<file path="src/rtl/core/lkdd_pkg.sv">
// Shared types, constants and decode functions for the ladder keypad decoder.
package lkdd_pkg;

  localparam int HISTORY_DEPTH = 8;
  localparam int BOARD_LAYOUT  = 0;

  localparam int ADC_W        = 10;
  localparam int CMD_W        = 4;
  localparam int NUM_WIN_REGS = 8;
  localparam int SLOT_W       = $clog2(HISTORY_DEPTH);
  localparam int REG_IDX_W    = $clog2(NUM_WIN_REGS);
  localparam int ADDR_W       = REG_IDX_W + 2;
  localparam int DATA_W       = 32;

  typedef logic [ADC_W-1:0] adc_t;
  typedef logic [NUM_WIN_REGS-1:0][ADC_W-1:0] win_regs_t;

  typedef enum logic [CMD_W-1:0] {
    CMD_NOTHING   = 4'd0,
    CMD_POWER     = 4'd1,
    CMD_UP        = 4'd2,
    CMD_DOWN      = 4'd3,
    CMD_STROBE    = 4'd4,
    CMD_CROSSHAIR = 4'd5,
    CMD_EDID0     = 4'd6,
    CMD_EDID1     = 4'd7,
    CMD_EDID2     = 4'd8,
    CMD_EDID3     = 4'd9,
    CMD_EDID4     = 4'd10,
    CMD_UNDEF     = 4'd11
  } cmd_t;

  // Register order: win0_low, win0_high, win1_low, ... win3_high.
  localparam win_regs_t WIN_RESET = {
    10'd850, 10'd650, 10'd600, 10'd400, 10'd350, 10'd150, 10'd100, 10'd0
  };

  typedef struct packed {
    logic load;
    logic step;
    logic finish;
    logic scanning;
  } dp_cmd_t;

  typedef struct packed {
    logic last_idx;
    logic out_free;
  } dp_status_t;

  function automatic logic in_win(adc_t v, win_regs_t w, int unsigned n);
    return (v >= w[2*n]) && (v <= w[2*n+1]);
  endfunction

  function automatic cmd_t decode_single(adc_t a, logic pwr, win_regs_t w);
    logic [4:0] f;
    cmd_t       c;
    f = {pwr, in_win(a, w, 3), in_win(a, w, 2), in_win(a, w, 1), in_win(a, w, 0)};
    unique case (f)
      5'b10000: c = CMD_POWER;
      5'b10001: c = CMD_EDID0;
      5'b11000: c = CMD_EDID1;
      5'b10010: c = CMD_EDID2;
      5'b10100: c = CMD_EDID3;
      5'b00001: c = CMD_UP;
      5'b01000: c = CMD_STROBE;
      5'b00010: c = CMD_DOWN;
      5'b00100: c = CMD_CROSSHAIR;
      default:  c = CMD_NOTHING;
    endcase
    return c;
  endfunction

  function automatic cmd_t decode_dual(adc_t a, adc_t b, logic pwr, logic rev1,
                                       win_regs_t w);
    logic [2:0] f;
    cmd_t       c;
    f = {pwr, in_win(b, w, 0), in_win(a, w, 0)};
    unique case (f)
      3'b100:  c = CMD_POWER;
      3'b001:  c = CMD_UP;
      3'b010:  c = CMD_DOWN;
      default: c = CMD_NOTHING;
    endcase
    // The window matches below take priority in this order over the flags.
    priority if (in_win(a, w, 1)) c = CMD_EDID2;
    else if (in_win(a, w, 2)) c = CMD_EDID1;
    else if (in_win(a, w, 3)) c = CMD_EDID0;
    else if (in_win(b, w, 1)) c = CMD_STROBE;
    else if (in_win(b, w, 2)) c = rev1 ? CMD_EDID4 : CMD_CROSSHAIR;
    else if (in_win(b, w, 3)) c = CMD_EDID3;
    else c = c;
    return c;
  endfunction

  function automatic cmd_t decode(adc_t a, adc_t b, logic pwr, win_regs_t w);
    cmd_t c;
    if (BOARD_LAYOUT == 0) begin
      c = decode_single(a, pwr, w);
    end else begin
      c = decode_dual(a, b, pwr, BOARD_LAYOUT == 2, w);
    end
    return c;
  endfunction

endpackage

</file>
<file path="src/rtl/core/lkdd_regs.sv">
// APB register file holding the low and high bounds of the four ladder windows.
module lkdd_regs (
  input  logic                          clk,
  input  logic                          rst,
  input  logic                          psel,
  input  logic                          penable,
  input  logic                          pwrite,
  input  logic [lkdd_pkg::ADDR_W-1:0]   paddr,
  input  logic [lkdd_pkg::DATA_W-1:0]   pwdata,
  output logic [lkdd_pkg::DATA_W-1:0]   prdata,
  output logic                          pready,
  output lkdd_pkg::win_regs_t           win
);

  logic [lkdd_pkg::REG_IDX_W-1:0] idx;

  assign idx    = paddr[lkdd_pkg::ADDR_W-1:2];
  assign pready = 1'b1;
  assign prdata = lkdd_pkg::DATA_W'(win[idx]);

  always_ff @(posedge clk) begin
    if (rst) begin
      win <= lkdd_pkg::WIN_RESET;
    end else if (psel && penable && pwrite && pready) begin
      win[idx] <= pwdata[lkdd_pkg::ADC_W-1:0];
    end
  end

endmodule

</file>
<file path="src/rtl/core/lkdd_ctrl.sv">
// Controller that sequences accept, history scan and result hand-off.
module lkdd_ctrl (
  input  logic                 clk,
  input  logic                 rst,
  input  logic                 in_valid,
  output logic                 in_ready,
  input  lkdd_pkg::dp_status_t status,
  output lkdd_pkg::dp_cmd_t    cmd
);

  typedef enum logic [2:0] {
    ST_IDLE = 3'b001,
    ST_SCAN = 3'b010,
    ST_PEND = 3'b100
  } state_t;

  state_t state, state_next;

  always_comb begin
    state_next   = state;
    cmd          = '0;
    in_ready     = 1'b0;
    unique case (state)
      ST_IDLE: begin
        in_ready = 1'b1;
        cmd.load = in_valid;
        if (in_valid) state_next = ST_SCAN;
      end
      ST_SCAN: begin
        cmd.step     = 1'b1;
        cmd.scanning = 1'b1;
        if (status.last_idx) begin
          if (status.out_free) begin
            cmd.finish = 1'b1;
            state_next = ST_IDLE;
          end else begin
            state_next = ST_PEND;
          end
        end
      end
      ST_PEND: begin
        if (status.out_free) begin
          cmd.finish = 1'b1;
          state_next = ST_IDLE;
        end
      end
      default: state_next = ST_IDLE;
    endcase
  end

  always_ff @(posedge clk) begin
    if (rst) begin
      state <= ST_IDLE;
    end else begin
      state <= state_next;
    end
  end

endmodule

</file>
<file path="src/rtl/core/lkdd_dp.sv">
// Datapath: sample decode, history ring, match scan and result registers.
module lkdd_dp (
  input  logic                       clk,
  input  logic                       rst,
  input  lkdd_pkg::dp_cmd_t          cmd,
  output lkdd_pkg::dp_status_t       status,
  input  lkdd_pkg::win_regs_t        win,
  input  logic [lkdd_pkg::ADC_W-1:0] ladder_a,
  input  logic [lkdd_pkg::ADC_W-1:0] ladder_b,
  input  logic                       power_pressed,
  output logic                       out_valid,
  input  logic                       out_ready,
  output logic [lkdd_pkg::CMD_W-1:0] filtered_cmd,
  output logic [lkdd_pkg::CMD_W-1:0] previous_cmd,
  output logic [lkdd_pkg::CMD_W-1:0] raw_cmd
);

  lkdd_pkg::cmd_t                hist [lkdd_pkg::HISTORY_DEPTH];
  logic [lkdd_pkg::SLOT_W-1:0]   slot, slot_next;
  logic [lkdd_pkg::SLOT_W-1:0]   idx;
  lkdd_pkg::cmd_t                code;
  lkdd_pkg::cmd_t                raw_next;
  lkdd_pkg::cmd_t                cur_filt, last_filt, filt_next;
  logic                          same_acc;
  logic                          eq;
  logic                          same_final;

  assign raw_next  = lkdd_pkg::decode(ladder_a, ladder_b, power_pressed, win);
  assign slot_next = (slot == lkdd_pkg::SLOT_W'(lkdd_pkg::HISTORY_DEPTH - 1)) ?
                     '0 : slot + 1'b1;

  // The new code sits in the ring, so all entries agree exactly when every
  // entry equals the new code.
  assign eq         = (hist[idx] == code);
  assign same_final = cmd.scanning ? (same_acc & eq) : same_acc;
  assign filt_next  = same_final ? code : lkdd_pkg::CMD_UNDEF;

  assign status.last_idx = (idx == lkdd_pkg::SLOT_W'(lkdd_pkg::HISTORY_DEPTH - 1));
  assign status.out_free = !out_valid || out_ready;

  always_ff @(posedge clk) begin
    if (rst) begin
      for (int i = 0; i < lkdd_pkg::HISTORY_DEPTH; i++) begin
        hist[i] <= lkdd_pkg::CMD_UNDEF;
      end
      slot      <= '0;
      cur_filt  <= lkdd_pkg::CMD_UNDEF;
      last_filt <= lkdd_pkg::CMD_UNDEF;
      out_valid <= 1'b0;
    end else begin
      if (cmd.load) begin
        hist[slot_next] <= raw_next;
        slot            <= slot_next;
      end
      if (cmd.finish) begin
        last_filt <= cur_filt;
        cur_filt  <= filt_next;
        out_valid <= 1'b1;
      end else if (out_valid && out_ready) begin
        out_valid <= 1'b0;
      end
    end
  end

  always_ff @(posedge clk) begin
    if (cmd.load) begin
      code     <= raw_next;
      idx      <= '0;
      same_acc <= 1'b1;
    end else if (cmd.step) begin
      same_acc <= same_acc & eq;
      idx      <= idx + 1'b1;
    end
    if (cmd.finish) begin
      filtered_cmd <= filt_next;
      previous_cmd <= cur_filt;
      raw_cmd      <= code;
    end
  end

endmodule

</file>
<file path="src/rtl/core/ladder_keypad_decode_debounce.sv">
// Top level of the ladder keypad decoder with history-based debounce.
// The scan compares one history entry per cycle against the new code, and a new item is
// accepted only after the result of the last one is written to the output registers.
// A result waiting in the output register does not block the next accept.
// Reset (synchronous, active high) restores the window bounds and fills the history with undefined.
module ladder_keypad_decode_debounce (
  input  logic                          clk,
  input  logic                          rst,
  input  logic                          psel,
  input  logic                          penable,
  input  logic                          pwrite,
  input  logic [lkdd_pkg::ADDR_W-1:0]   paddr,
  input  logic [lkdd_pkg::DATA_W-1:0]   pwdata,
  output logic [lkdd_pkg::DATA_W-1:0]   prdata,
  output logic                          pready,
  input  logic                          in_valid,
  output logic                          in_ready,
  input  logic [lkdd_pkg::ADC_W-1:0]    ladder_a,
  input  logic [lkdd_pkg::ADC_W-1:0]    ladder_b,
  input  logic                          power_pressed,
  output logic                          out_valid,
  input  logic                          out_ready,
  output logic [lkdd_pkg::CMD_W-1:0]    filtered_cmd,
  output logic [lkdd_pkg::CMD_W-1:0]    previous_cmd,
  output logic [lkdd_pkg::CMD_W-1:0]    raw_cmd
);

  lkdd_pkg::win_regs_t  win;
  lkdd_pkg::dp_cmd_t    cmd;
  lkdd_pkg::dp_status_t status;

  lkdd_regs u_regs (
    .clk     (clk),
    .rst     (rst),
    .psel    (psel),
    .penable (penable),
    .pwrite  (pwrite),
    .paddr   (paddr),
    .pwdata  (pwdata),
    .prdata  (prdata),
    .pready  (pready),
    .win     (win)
  );

  lkdd_ctrl u_ctrl (
    .clk      (clk),
    .rst      (rst),
    .in_valid (in_valid),
    .in_ready (in_ready),
    .status   (status),
    .cmd      (cmd)
  );

  lkdd_dp u_dp (
    .clk           (clk),
    .rst           (rst),
    .cmd           (cmd),
    .status        (status),
    .win           (win),
    .ladder_a      (ladder_a),
    .ladder_b      (ladder_b),
    .power_pressed (power_pressed),
    .out_valid     (out_valid),
    .out_ready     (out_ready),
    .filtered_cmd  (filtered_cmd),
    .previous_cmd  (previous_cmd),
    .raw_cmd       (raw_cmd)
  );

endmodule

</file>
<file path="config.mk">
export PLATFORM = sky130hd
export DESIGN_NAME = ladder_keypad_decode_debounce
export DESIGN_NICKNAME = d
export VERILOG_FILES = /design/src/rtl/core/lkdd_pkg.sv /design/src/rtl/core/lkdd_regs.sv /design/src/rtl/core/lkdd_ctrl.sv /design/src/rtl/core/lkdd_dp.sv /design/src/rtl/core/ladder_keypad_decode_debounce.sv
export SDC_FILE = /design/constraint.sdc
export NUM_CORES = 1
export LEC_CHECK = 0
export ABC_AREA = 1
export BUFFER_PORTS_ARGS = -buffer_cell sky130_fd_sc_hd__buf_4
export CORE_MARGIN = 1.5
export CORE_UTILIZATION = 40
export CTS_BUF_LIST = sky130_fd_sc_hd__clkbuf_8
export DETAILED_ROUTE_END_ITERATION = 6
export GPL_ROUTABILITY_DRIVEN = 0
export HOLD_SLACK_MARGIN = 0.08
export SYNTH_ARGS = -nofsm -noshare
export SYNTH_HDL_FRONTEND = slang
export SYNTH_HIERARCHICAL = 1
export SYNTH_SLANG_ARGS = --single-unit
</file>
<file path="constraint.sdc">
create_clock -name clk -period 5.4 [get_ports clk]
set_input_delay 0.54 -clock clk [delete_from_list [all_inputs] [get_ports clk]]
set_output_delay 0.54 -clock clk [all_outputs]
set_load 0.01 [all_outputs]
</file>
# Yosys cells after proc, flatten, opt, wreduce, memory -nomap -nowiden
# Memory sizes are Yosys's and may differ from the RTL's. A register that Yosys moved wholly into a read port is not among the register bits.
# Index checks and enable logic that the tools add are counted.
# word_totals
ff_bits	111
latchBits	0
ramBits	32
romBits	128
out_inout_bits	47
word_cells	86
memories	2
# memory_table
memory	depth	width	rd	rd_ports_with_merged_regs	wr	line_no	source
(name not given)	32	4	1	0	0	lkdd_pkg.sv:58	unique case (f)
u_dp.hist	8	4	1	1	8	lkdd_dp.sv:18	lkdd_pkg::cmd_t hist [lkdd_pkg::HISTORY_DEPTH];
# classes
add_sub_neg	2
mul	0
n_div	0
magnitude_cmp	10
eq_ne	9
shift	0
n_mux	31
bitwise_logic	1
reduce_logical	13
# ops
op	count
$bwmux W80	1
$ge A10 B10 Y1	4
$le A10 B10 Y1	4
$bmux W10 S3	1
$demux W10 S3	1
$mux W3	8
$mux W10	2
$mux W1	14
$eq A3 B3 Y1 const B	3
$pmux W3 S3	1
$logic_and A1 B1 Y1	8
$mux W4	2
$add A3 B1 Y3 const B	2
$ne A2 B2 Y1 const B	3
$eq A4 B4 Y1	1
$lt A3 B4 Y1 const B	1
$reduce_or A4 Y1	1
$eq A3 B1 Y1 const B	1
$eq A3 B2 Y1 const B	1
$ge A3 B1 Y1 const B	1
$reduce_and A3 Y1	1
$pmux W1 S2	1
$reduce_bool A2 Y1	1
$and A1 B1 Y1	1
2 further kinds	2

# Longest topological paths before layout
# Gate-level depths: netlist (run 1).
# depth
ltp_word	7
depth_mapped	17

# By module
# Netlist (run 1), hierarchy kept.
# by_module_without_submodules
mod	instances	cells_per_inst	area_per_inst_um2	seq_area_each_um2
lkdd_dp	1	658	5059.9	1741.7
lkdd_regs	1	686	4206.5	1601.5
lkdd_ctrl	1	33	229.0	60.1

# Worst setup path before layout (run 1)
# No wires, ideal clock.
# synth_path
kind	input to register
startpoint	input ladder_a[9] in the netlist's numbering
endpoint	memory u_dp/hist[0][1] in the netlist's numbering (data pin)
setup_time_ns	0.259
arrival_ns	2.337
slack_ns	2.804
cell_stages	15
n_path_buf	0
path_cell_list	ha_1 -> nand2_1 -> nor4_1 -> nand2_1 -> o211ai_1 -> o21ai_0 -> nand2_1 -> inv_1 -> ha_1 -> nand3_1 -> nand2_1 -> nand2_4 -> nand2_2 -> inv_2 -> nand2_1
# synth_lines
element	line_no	source
start: declaration	ladder_keypad_decode_debounce.sv:18	input logic [lkdd_pkg::ADC_W-1:0] ladder_a,
end: declaration	lkdd_dp.sv:18	

==> run metrics, run 1 <==
ant diodes=0; Site Rows=56; Tightest Hold Check Type=in2reg; global-route wire length before repair=41600 um; WP buf/inv=3; post_cts resized=0; via count=8553; YS warnings=6; drt drc=0; R2R setup slack=between 2 and 2.5 ns; CTS root buffer=clkbuf_8; Worst path depth=16; Synth top area share=20.7%; Slowest-stage cell, CP=nor4_1; status=complete, no violations; Die ar.=about 25000 sq um; fin crit period=3.05 ns; Fin Setup TNS=0 ns; I/O pin count=112; Total GRT Usage=22.3%; Hold Startpoint=pwdata[5]; setup bufs post-CTS=0; actual slew at the worst max-slew pin=0.926 ns; minimum hold slack=0.290 ns; routed vias/inst=4.91; synthesized area=9500 sq um; Area Growth Syn to Fin=9.66%; r2r worst-path depth=16; area leader, netlist=dfxtp_1; synth top area cells=dfxtp_1 (21%), nand2_1 (19%), edfxtp_1 (15%); Reg-to-Reg Start=u_regs/win[19]; Min-Delay Endpoint=u_regs/win[15]; WL per Instance=roughly 15 um; unrepaired setup endpoints after global routing=false; antenna-violating nets left=0; final setup vio count=0; drt total wl=26600 um; drt initial violations=584; layout cells sized above 1=10.1%; DP HPWL=between 15000 and 20000 um; Clock Latency Late Sink=0.47 ns; core area=23400 sq um; clock slew at the register clock pins of the worst setup and hold paths=0.10 ns; Seq cells post-synth=146; Post-synth ARST share=0%; worst path arrival time=3.25 ns; Final Max Slew Viols=0; CTS tree=done; placed cells=1709; Avg Cell Area, Syn=6.90 sq um; Tcrit/Tclk final=a little under three fifths; Reg-to-Reg End=u_dp/hist[0][1]; Final Non-Filler Cells=1741; # clock sinks=146; Hold Vio Cnt, Final=0; CP startpoint kind=flip-flop; Syn Inst Count=1377; pwr/cell area=roughly 240 nW/um^2; max_slew headroom=38.3%; Die Height=157 um; Hold-fix buffers, CTS=0; initial antenna violation count=0; static leakage power=~5.2 nW; max cap viols=0; Overflow after GRT=0; largest net degree at the start of global routing=81; Max FO, Critical Path=10; register area share after synthesis=35.8%; most frequent cell on the critical path=nand2_1; CP required=5.60 ns; vias in the first global route=7794; slowest stage delay, CP=0.46 ns; Clock Path Buffers=2; critical path startpoint=u_regs/win[19]; CP Capture Type=flip-flop; Post-synth EDFFs=48; Worst path top cell family by delay=simple AND/OR/NAND/NOR gates; Worst Hold Depth=3; worst slack, placed=roughly 2.1 ns; IO buf count=54; maximum vdd drop=0.140 mV; drt pass-1 iters=7; CP Cell Sequence=inv_1 > ha_1 > nand2_1 > nor4_1 > nand2_1 > o211ai_1 > o21ai_0 > nand2_1 > inv_1 > ha_1 > nand3_1 > nand2_1 > nand2_4 > nand2_2 > inv_2 > nand2_1; Initial Utilization=40.6%; CTS buffer count=17; Nets=1561; Final Util=44.5%; fmax=0.328 GHz; final setup margin=2.35 ns; post-synthesis cell type count=40; ys flop type=dfxtp_1; Final Skew=approximately 0.03 ns; CP Class=reg2reg; Die X=157 um; H-tree depth=4
[cell usage in the layout (no fill, tap or decap), types with 2 or more instances in the layout]
master,n
a211oi_1,3
a21o_1,2
a21oi_1,41
buf_4,56
clkbuf_8,17
clkinv_4,2
clkinv_8,6
clkinvlp_4,2
conb_1,23
dfxtp_1,98
edfxtp_1,48
ha_1,87
inv_1,170
inv_2,9
inv_4,2
inv_8,5
nand2_1,488
nand2_2,12
nand2_4,2
nand3_1,117
nand3_2,9
nand3b_1,2
nand4_1,12
nor2_1,155
nor2_2,11
nor2_4,5
nor4_1,3
o211ai_1,3
o21a_1,2
o21ai_0,17
o21bai_1,4
[area by class of cell]
cell class / count / area [sq um]
timing repair buffer: 56 / 420
clock inverter: 15 / 186
inverter: 181 / 684
clock buffer: 17 / 234
tap: 319 / 399
sequential: 146 / 3400
multi-input combinational: 1007 / 5080
fill: 2512 / 13000
[how the worst max path moves through the flow]
stage / end
5_1_grt: u_dp/hist[1][1]
6_report: u_dp/hist[0][1]
3_5_place_dp: u_dp/hist[4][1]
3_3_place_gp: u_dp/hist[2][1]
4_1_cts: u_dp/hist[0][1]
2_1_floorplan: u_dp/hist[0][1]
[worst register-to-register path, cell delays in order (launching register included)]
cell,delay [ns]
dfxtp_1,0.38
inv_1,0.06
ha_1,0.28
nand2_1,0.08
nor4_1,0.46
nand2_1,0.10
o211ai_1,0.18
o21ai_0,0.15
nand2_1,0.20
inv_1,0.07
ha_1,0.19
nand3_1,0.07
nand2_1,0.09
nand2_4,0.15
nand2_2,0.08
inv_2,0.16
nand2_1,0.08
[kinds of logic after synthesis]
| kind of cell | synth area share (%) |
|---|---|
| AOI/OAI and AO/OA | 4.70 |
| xor gates and xnor gates | 0.0923 |
| adders and majority gates | 11.5 |
| buffers and inverters | 11.4 |
| DFF | 35.8 |
| other | 0.0791 |
| and+or+nand+nor | 36.4 |
[flip-flops by register name, summed over array words and instances, names as in the netlist, 3 cells and up, named ones only]
register           flops
u_regs/win            80
u_dp/hist             32
u_dp/code              4
u_dp/cur_filt          4
u_dp/filtered_cmd      4
u_dp/previous_cmd      4
u_dp/raw_cmd           4
u_ctrl/state           3
u_dp/idx               3
u_dp/slot              3
[synthesized netlist by cell type, types with 7 or more instances]
cell / n
nand2_2: 12
dfxtp_1: 98
ha_1: 87
nand4_1: 12
inv_1: 170
buf_1: 9
edfxtp_1: 48
nand2_1: 488
buf_4: 32
a21oi_1: 41
nand3_1: 117
clkbuf_1: 7
o21ai_0: 17
inv_2: 9
nor2_2: 11
nor2_1: 155
nand3_2: 9
buf_2: 13
[where the power goes]
group	switching [W]	internal (W)	leakage [nW]	total (W)
registers	0.0000306	0.00117	1.19	0.00120
logic	0.000307	0.000138	3.79	0.000445
clock network	0.000539	0.000356	0.202	0.000895
[layer usage]
layer	vias up	part of all wire [%]	wire, um	global-route usage, %
met5	-	0	0	0
met4	0	2.6	692	7.28
met1	3918	45	12000	29.7
met2	256	46	12300	37.1
met3	35	5.8	1540	3.19
li1	4344	-	-	-
[stage by stage]
step                      power [W]  instance area (sq um)
after floorplan             0.00153                   9570
after global placement      0.00166                   9990
after global routing        0.00267                  10400
after detailed placement    0.00166                   9990
after CTS                   0.00256                  10400
final                       0.00254                  10400
Power figures use the tool's default switching activity.
==> inputs of run 2 (changes only) <==
==> constraint.sdc (replaced) <==
create_clock -name clk -period 2.5 [get_ports clk]
set_input_delay 0.25 -clock clk [delete_from_list [all_inputs] [get_ports clk]]
set_output_delay 0.25 -clock clk [all_outputs]
set_load 0.01 [all_outputs]
==> run 2 against run 1 <==
  * The run now ends with negative setup slack left
  * Cell count up 4.0%
  * Largest cell class unchanged
  * Count of clock-buffer cells in the layout unchanged
  * Register-to-register slack worse by 2.4 ns
  * Utilization up 3.5 points
  * Sequential share of layout area down 2.3 points
  * Power up 120%
  * Global-route usage up 0.19 points
  * Highest routed layer unchanged
  * Clock power up 120%
==> run metrics, run 2 (same netlist as run 1, synthesis figures left out) <==
most frequent cells in the layout=nand2_1 (470), inv_1 (166), nor2_1 (152); Nets=1630; Final Skew=0.0231 ns; drt drc=0; CTS tree=done; drt initial violations=between 400 and 500; Hold Vio Cnt, Final=0; Reg-to-Reg End=u_dp/hist[2][1]; actual slew at the worst max-slew pin=0.586 ns; static leakage power=approximately 5.6 nW; failing checks=negative setup slack; Largest regs=u_regs/win (80), u_dp/hist (32); max_slew headroom=60.9%; CTS root buffer=clkbuf_8; # clock sinks=146; unrepaired setup endpoints after global routing=true; CP startpoint kind=flip-flop; Initial Utilization=40.6%; clock slew at the register clock pins of the worst setup and hold paths=between 0.1 and 0.15 ns; Filler Cells Inserted=2432; Clock Latency Late Sink=0.47 ns; worst path arrival time=2.76 ns; Site Rows=56; core area=23400 sq um; Tcrit/Tclk final=102%; drt pass-1 iters=5; global-route wire length before repair=between 40000 and 50000 um; routed vias/inst=between 4 and 5; vias in the first global route=approximately 8100; largest net degree at the start of global routing=50; Area Growth Syn to Fin=18.4%; Final Util=between 40 and 50%; layout cells sized above 1=between 15 and 20%; R2R setup slack=-0.05 ns; pwr/cell area=500 nW/um^2; CP Class=reg2reg; fin crit period=2.55 ns; Clock Path Buffers=2; final setup vio count=26; Die ar.=~25000 sq um; DP HPWL=19900 um; WL per Instance=about 15 um; Hold Startpoint=pwdata[1]; Min-Delay Endpoint=u_regs/win[61]; slowest stage delay, CP=0.34 ns; commonest non-fill, non-tap cell in the layout=nand2_1; Overflow after GRT=0; Reg-to-Reg Start=u_regs/win[16]; r2r worst-path depth=16; final setup margin=-0.0500 ns; status=complete, but fails checks; antenna-violating nets left=0; most frequent cell on the critical path=nand2_2; CP Capture Type=flip-flop; drt total wl=26900 um; CP required=2.71 ns; max cap viols=0; initial antenna violation count=0; H-tree depth=4; max FFs per register=80; maximum vdd drop=a little under 0.3 mV; Total GRT Usage=22.5%; Slowest-stage cell, CP=dfxtp_2; Die Height=157 um; Worst Hold Depth=3; via count=8750; CP Cell Sequence=inv_1 > ha_4 > nand2_2 > nor4_2 > buf_4 > nand2_2 > o211ai_1 > o21ai_2 > nand2_4 > inv_2 > ha_4 > nor2_2 > nand3_2 > nand2_4 > inv_8 > nand2_2; ant diodes=0; Tightest Hold Check Type=in2reg; Fin Setup TNS=-0.527 ns; Die X=157 um; CTS buffer count=17; Max FO, Critical Path=8; IO buf count=54; I/O pin count=112; Final Max Slew Viols=0; Biggest register=u_regs/win; fmax=0.392 GHz
## run 2: cell types whose count changed in the layout (fill, tap and decap cells not counted), moves of 4 or more
cell	change
buf_4	+49
nand2_1	-18
nand2_2	+15
dlygate4sd3_1	+13
dfxtp_1	-8
dfxtp_2	+8
ha_1	-7
ha_4	+7
buf_12	+6
inv_1	-4
## run 2: stage by stage
stage	cell area, sq um	setup slack [ns]	hold slack (ns)	total power, W	cells
floorplan	9570	0.0799	0.319	0.00331	1398
global placement	10500	-0.250	0.417	0.00365	1763
detailed placement	10500	-0.205	0.422	0.00366	1763
CTS	11100	-0.0406	0.0900	0.00564	1808
global route	11200	-0.151	0.110	0.00590	1810
finish	11200	-0.0500	0.117	0.00562	1810
## run 2: layout make-up
cell class              count  area, sq um  share of cell area, %
repair buffers            125         1050                   9.34
clock buffers              17          234                   2.08
flip-flops and latches    146         3410                   30.4
inverters                 181          692                   6.16
multi-input cells        1007         5270                   46.9
clock inverters            15          181                   1.61
well taps                 319          399                   3.55
## run 2: worst max-delay path: cells and delay by family, from the launching register on
kind                     cells  cell delay (ns)
AO/OA/AOI/OAI                2             0.29
flip-flops                   1             0.34
buffers and inverters        4             0.38
adder cells (fa/ha/maj)      2             0.53
AND/OR/NAND/NOR              8             0.74
## run 2: power by group
part	total (W)	leakage, nW	switching, W	internal, W
combinational	0.00110	4.17	0.000708	0.000395
clock	0.00194	0.202	0.00117	0.000769
sequential	0.00258	1.19	0.0000605	0.00252
total	0.00562	5.56	0.00194	0.00368
## run 2: worst max path at each step
stage / from / depth (start not counted) / slack, ns / end
floorplan: u_regs/win[19] / 16 / 0.08 / u_dp/hist[6][1]
global placement: ladder_a[9] / 17 / -0.25 / u_dp/hist[3][1]
detailed placement: ladder_a[5] / 17 / -0.20 / u_dp/hist[3][1]
CTS: u_regs/win[13] / 16 / -0.04 / u_dp/hist[3][1]
global route: u_regs/win[16] / 15 / -0.15 / u_dp/hist[1][0]
finish: u_regs/win[16] / 16 / -0.05 / u_dp/hist[2][1]
## run 2: per-layer routing
| metal | routed length, um | part of all wire, % | track usage [%] |
|---|---|---|---|
| met1 | 12300 | 46 | 29.3 |
| met2 | 12600 | 47 | 37.7 |
| met3 | 1200 | 4.5 | 3.11 |
| met4 | 763 | 2.8 | 8.45 |
| met5 | 0 | 0 | 0 |
## run 2: timing repair
item / in CTS / in global routing
endpoints found under the hold margin: 28 / 0
pin swaps: 10 / 8
gates resized for setup: 27 / 29
cloned: 0 / 0
hold buffers: 13 / 0
endpoints found under the setup margin: 36 / 38
setup buffers: 0 / 2
==> inputs of run 3 (changes only) <==
--- a/config.mk
+++ b/config.mk
@@ -8,12 +8,11 @@
 export ABC_AREA = 1
 export BUFFER_PORTS_ARGS = -buffer_cell sky130_fd_sc_hd__buf_4
 export CORE_MARGIN = 1.5
-export CORE_UTILIZATION = 40
+export CORE_UTILIZATION = 30
 export CTS_BUF_LIST = sky130_fd_sc_hd__clkbuf_8
 export DETAILED_ROUTE_END_ITERATION = 6
 export GPL_ROUTABILITY_DRIVEN = 0
 export HOLD_SLACK_MARGIN = 0.08
 export SYNTH_ARGS = -nofsm -noshare
 export SYNTH_HDL_FRONTEND = slang
-export SYNTH_HIERARCHICAL = 1
 export SYNTH_SLANG_ARGS = --single-unit
==> run 3 against run 2 <==
  * The flow now finishes without violations
  * Synthesized cell count fell by 23%
  * Area after synthesis fell by 11%
  * Hold slack improved by 0.00069 ns
  * Routed wire length fell by 12%
  * Sequential power fell by 2%
  * Design area fell by 8.3%
  * Setup slack improved by 0.081 ns
  * Flip-flop and latch count did not move
  * Via count fell by 15%
  * Largest power group unchanged
  * Utilization fell by 11 points
  * Sequential share of layout area rose by 2.7 points
  * Die area rose by 18%
==> run metrics, run 3 <==
Final Skew=0.0171 ns; Reg-to-Reg Start=u_regs.win[16]; CP required=~2.7 ns; Post-synth ARST share=0%; CTS tree=done; drt initial violations=494; vias in the first global route=just under 7000; routed vias/inst=4.77; Die ar.=29200 sq um; most frequent cells in the layout=nand2_1 (183), inv_1 (144), buf_4 (108); Multi-input gate area=4430 sq um; core area=~28000 sq um; static leakage power=4.59 nW; Nets=1320; CTS buffer count=17; FF+latch area=3410 sq um; most frequent cell after synthesis=nand2_1; Hold Startpoint=pwdata[5]; Largest regs=u_regs.win (80), u_dp.hist (32); Initial Utilization=between 30% and 40%; Die X=~170 um; setup bufs post-CTS=0; Total GRT Usage=between 15 and 20%; Hold Vio Cnt, Final=0; drt drc=0; largest net degree at the start of global routing=41; Tcrit/Tclk final=98.8%; antenna-violating nets left=0; DP HPWL=17800 um; I/O pin count=112; Syn Inst Count=1063; H-tree depth=4; worst path arrival time=~2.7 ns; pwr/cell area=530 nW/um^2; max cap viols=0; CP startpoint kind=flip-flop; synthesized area=8460 sq um; # clock sinks=146; Post-synth top cells=nand2_1 (201), inv_1 (152), a21oi_1 (107), dfxtp_1 (98), ha_1 (87); unrepaired setup endpoints after global routing=true; register area share after synthesis=40.2%; Final Max Slew Viols=0; area leader, netlist=dfxtp_1; Overflow after GRT=0; WL per Instance=15.2 um; max_slew headroom=62.6%; Max FO, Critical Path=9; CP Class=reg2reg; layout cells sized above 1=20.2%; CP Capture Type=flip-flop; drt pass-1 iters=6; fin crit period=2.47 ns; CTS root buffer=clkbuf_8; synth top area cells=dfxtp_1 (23%), edfxtp_1 (17%), ha_1 (13%); maximum vdd drop=about 0.32 mV; Worst Hold Depth=3; final setup vio count=0; ys flop type=dfxtp_1; fmax=0.405 GHz; Reg-to-Reg End=u_dp.hist[5][2]; Min-Delay Endpoint=u_regs.win[15]; Clock Path Buffers=2; R2R setup slack=just over 0.03 ns; Final Non-Filler Cells=1560; Synth top area share=23.2%; Die Height=171 um; Tightest Hold Check Type=in2reg; Avg Cell Area, Syn=7.95 sq um; commonest non-fill, non-tap cell in the layout=nand2_1; via count=7438; Biggest register=u_regs.win; post-synthesis cell type count=42; r2r worst-path depth=16; clock slew at the register clock pins of the worst setup and hold paths=0.09 ns; initial antenna violation count=0; IO buf count=54; max FFs per register=80; actual slew at the worst max-slew pin=~0.56 ns; Site Rows=61; YS warnings=0; placed cells=1523; drt total wl=between 20000 and 25000 um; Post-synth EDFFs=48; Filler Cells Inserted=2899; Clock Latency Late Sink=0.47 ns; global-route wire length before repair=36700 um; Area Growth Syn to Fin=21.9%; status=complete, no violations; Fin Setup TNS=0 ns; Seq cells post-synth=146
-- run 3: cell count changes in the layout (fill, tap and decap cells not counted), moves of 9 or more --
cell / before / now
nand3_1: 114 / 52
a21oi_1: 41 / 101
nor2_1: 152 / 56
inv_2: 12 / 25
a221oi_1: 0 / 13
o211ai_1: 3 / 15
o22ai_1: 0 / 14
inv_1: 166 / 144
nor2_2: 14 / 4
o21ai_1: 1 / 26
o21ai_0: 15 / 53
nand2_1: 470 / 183
dlygate4sd3_1: 13 / 4
-- run 3: worst max-delay path by stage --
stage	from	to
after floorplan	u_regs.win[19]	u_dp.hist[0][1]
after global placement	ladder_a[9]	u_dp.hist[0][1]
after detailed placement	ladder_a[9]	u_dp.hist[3][1]
after CTS	u_regs.win[12]	u_dp.hist[2][2]
after global routing	u_regs.win[17]	u_dp.hist[3][1]
final	u_regs.win[16]	u_dp.hist[5][2]
-- run 3: what timing repair did --
| action | in CTS | in global routing |
|---|---|---|
| hold buffers | 4 | 0 |
| setup endpoints to repair | 36 | 36 |
| pin swaps | 7 | 19 |
| endpoints found under the hold margin | 6 | 0 |
| gates resized for setup | 15 | 52 |
-- run 3: cells by family after synthesis --
logic type,Yosys count,synth area share (%)
AND/OR/NAND/NOR,353,18.5
AO/OA/AOI/OAI,253,17.1
buffers and inverters,222,11.3
flip-flops,146,40.2
adder cells (fa/ha/maj),87,12.9
other,2,0.0888
-- run 3: through the flow --
step	setup slack [ns]	area, sq um	power, W	utilization, %	hold slack, ns
6_report	0.0309	10300	0.00546	37.1	0.118
5_1_grt	-0.123	10300	0.00571	37.1	0.0995
4_1_cts	-0.0341	10100	0.00545	36.3	0.0840
3_5_place_dp	-0.178	9570	0.00342	34.5	0.412
3_3_place_gp	-0.163	9570	0.00341	34.5	0.416
2_1_floorplan	0.0454	8530	0.00309	-	0.376
-- run 3: area by class of cell --
cell class	count	share of cell area (%)
Sequential cell	146	33.1
Antenna cell	1	0.0243
Clock buffer	17	2.27
Timing Repair Buffer	116	8.99
Multi-Input combinational cell	716	43.0
Tap cell	378	4.59
Clock inverter	15	1.79
Inverter	171	6.28
-- run 3: metal layers --
layer	global-route usage, %	wire length [um]	vias up	part of all wire (%)
met4	4.08	289	0	1.2
met3	3.05	1200	23	5.1
met5	0	0	-	0
li1	-	-	3758	-
met1	22.0	11100	3467	47
met2	27.4	11000	190	47
-- run 3: critical path, cell delays in order (launching register included) --
cell	delay (ns)
dfxtp_2	0.33
inv_2	0.04
ha_4	0.26
nand2_2	0.05
nor4_2	0.25
buf_4	0.16
nand2_2	0.04
o211ai_1	0.19
o21ai_2	0.09
nand2_2	0.14
inv_2	0.06
ha_4	0.15
nand3_2	0.07
nand2_2	0.05
nand2_2	0.09
buf_8	0.16
a21oi_1	0.08
-- run 3: report_power, final --
part           internal, W  switching [W]
sequential         0.00251      0.0000311
combinational     0.000330       0.000560
clock             0.000935        0.00110
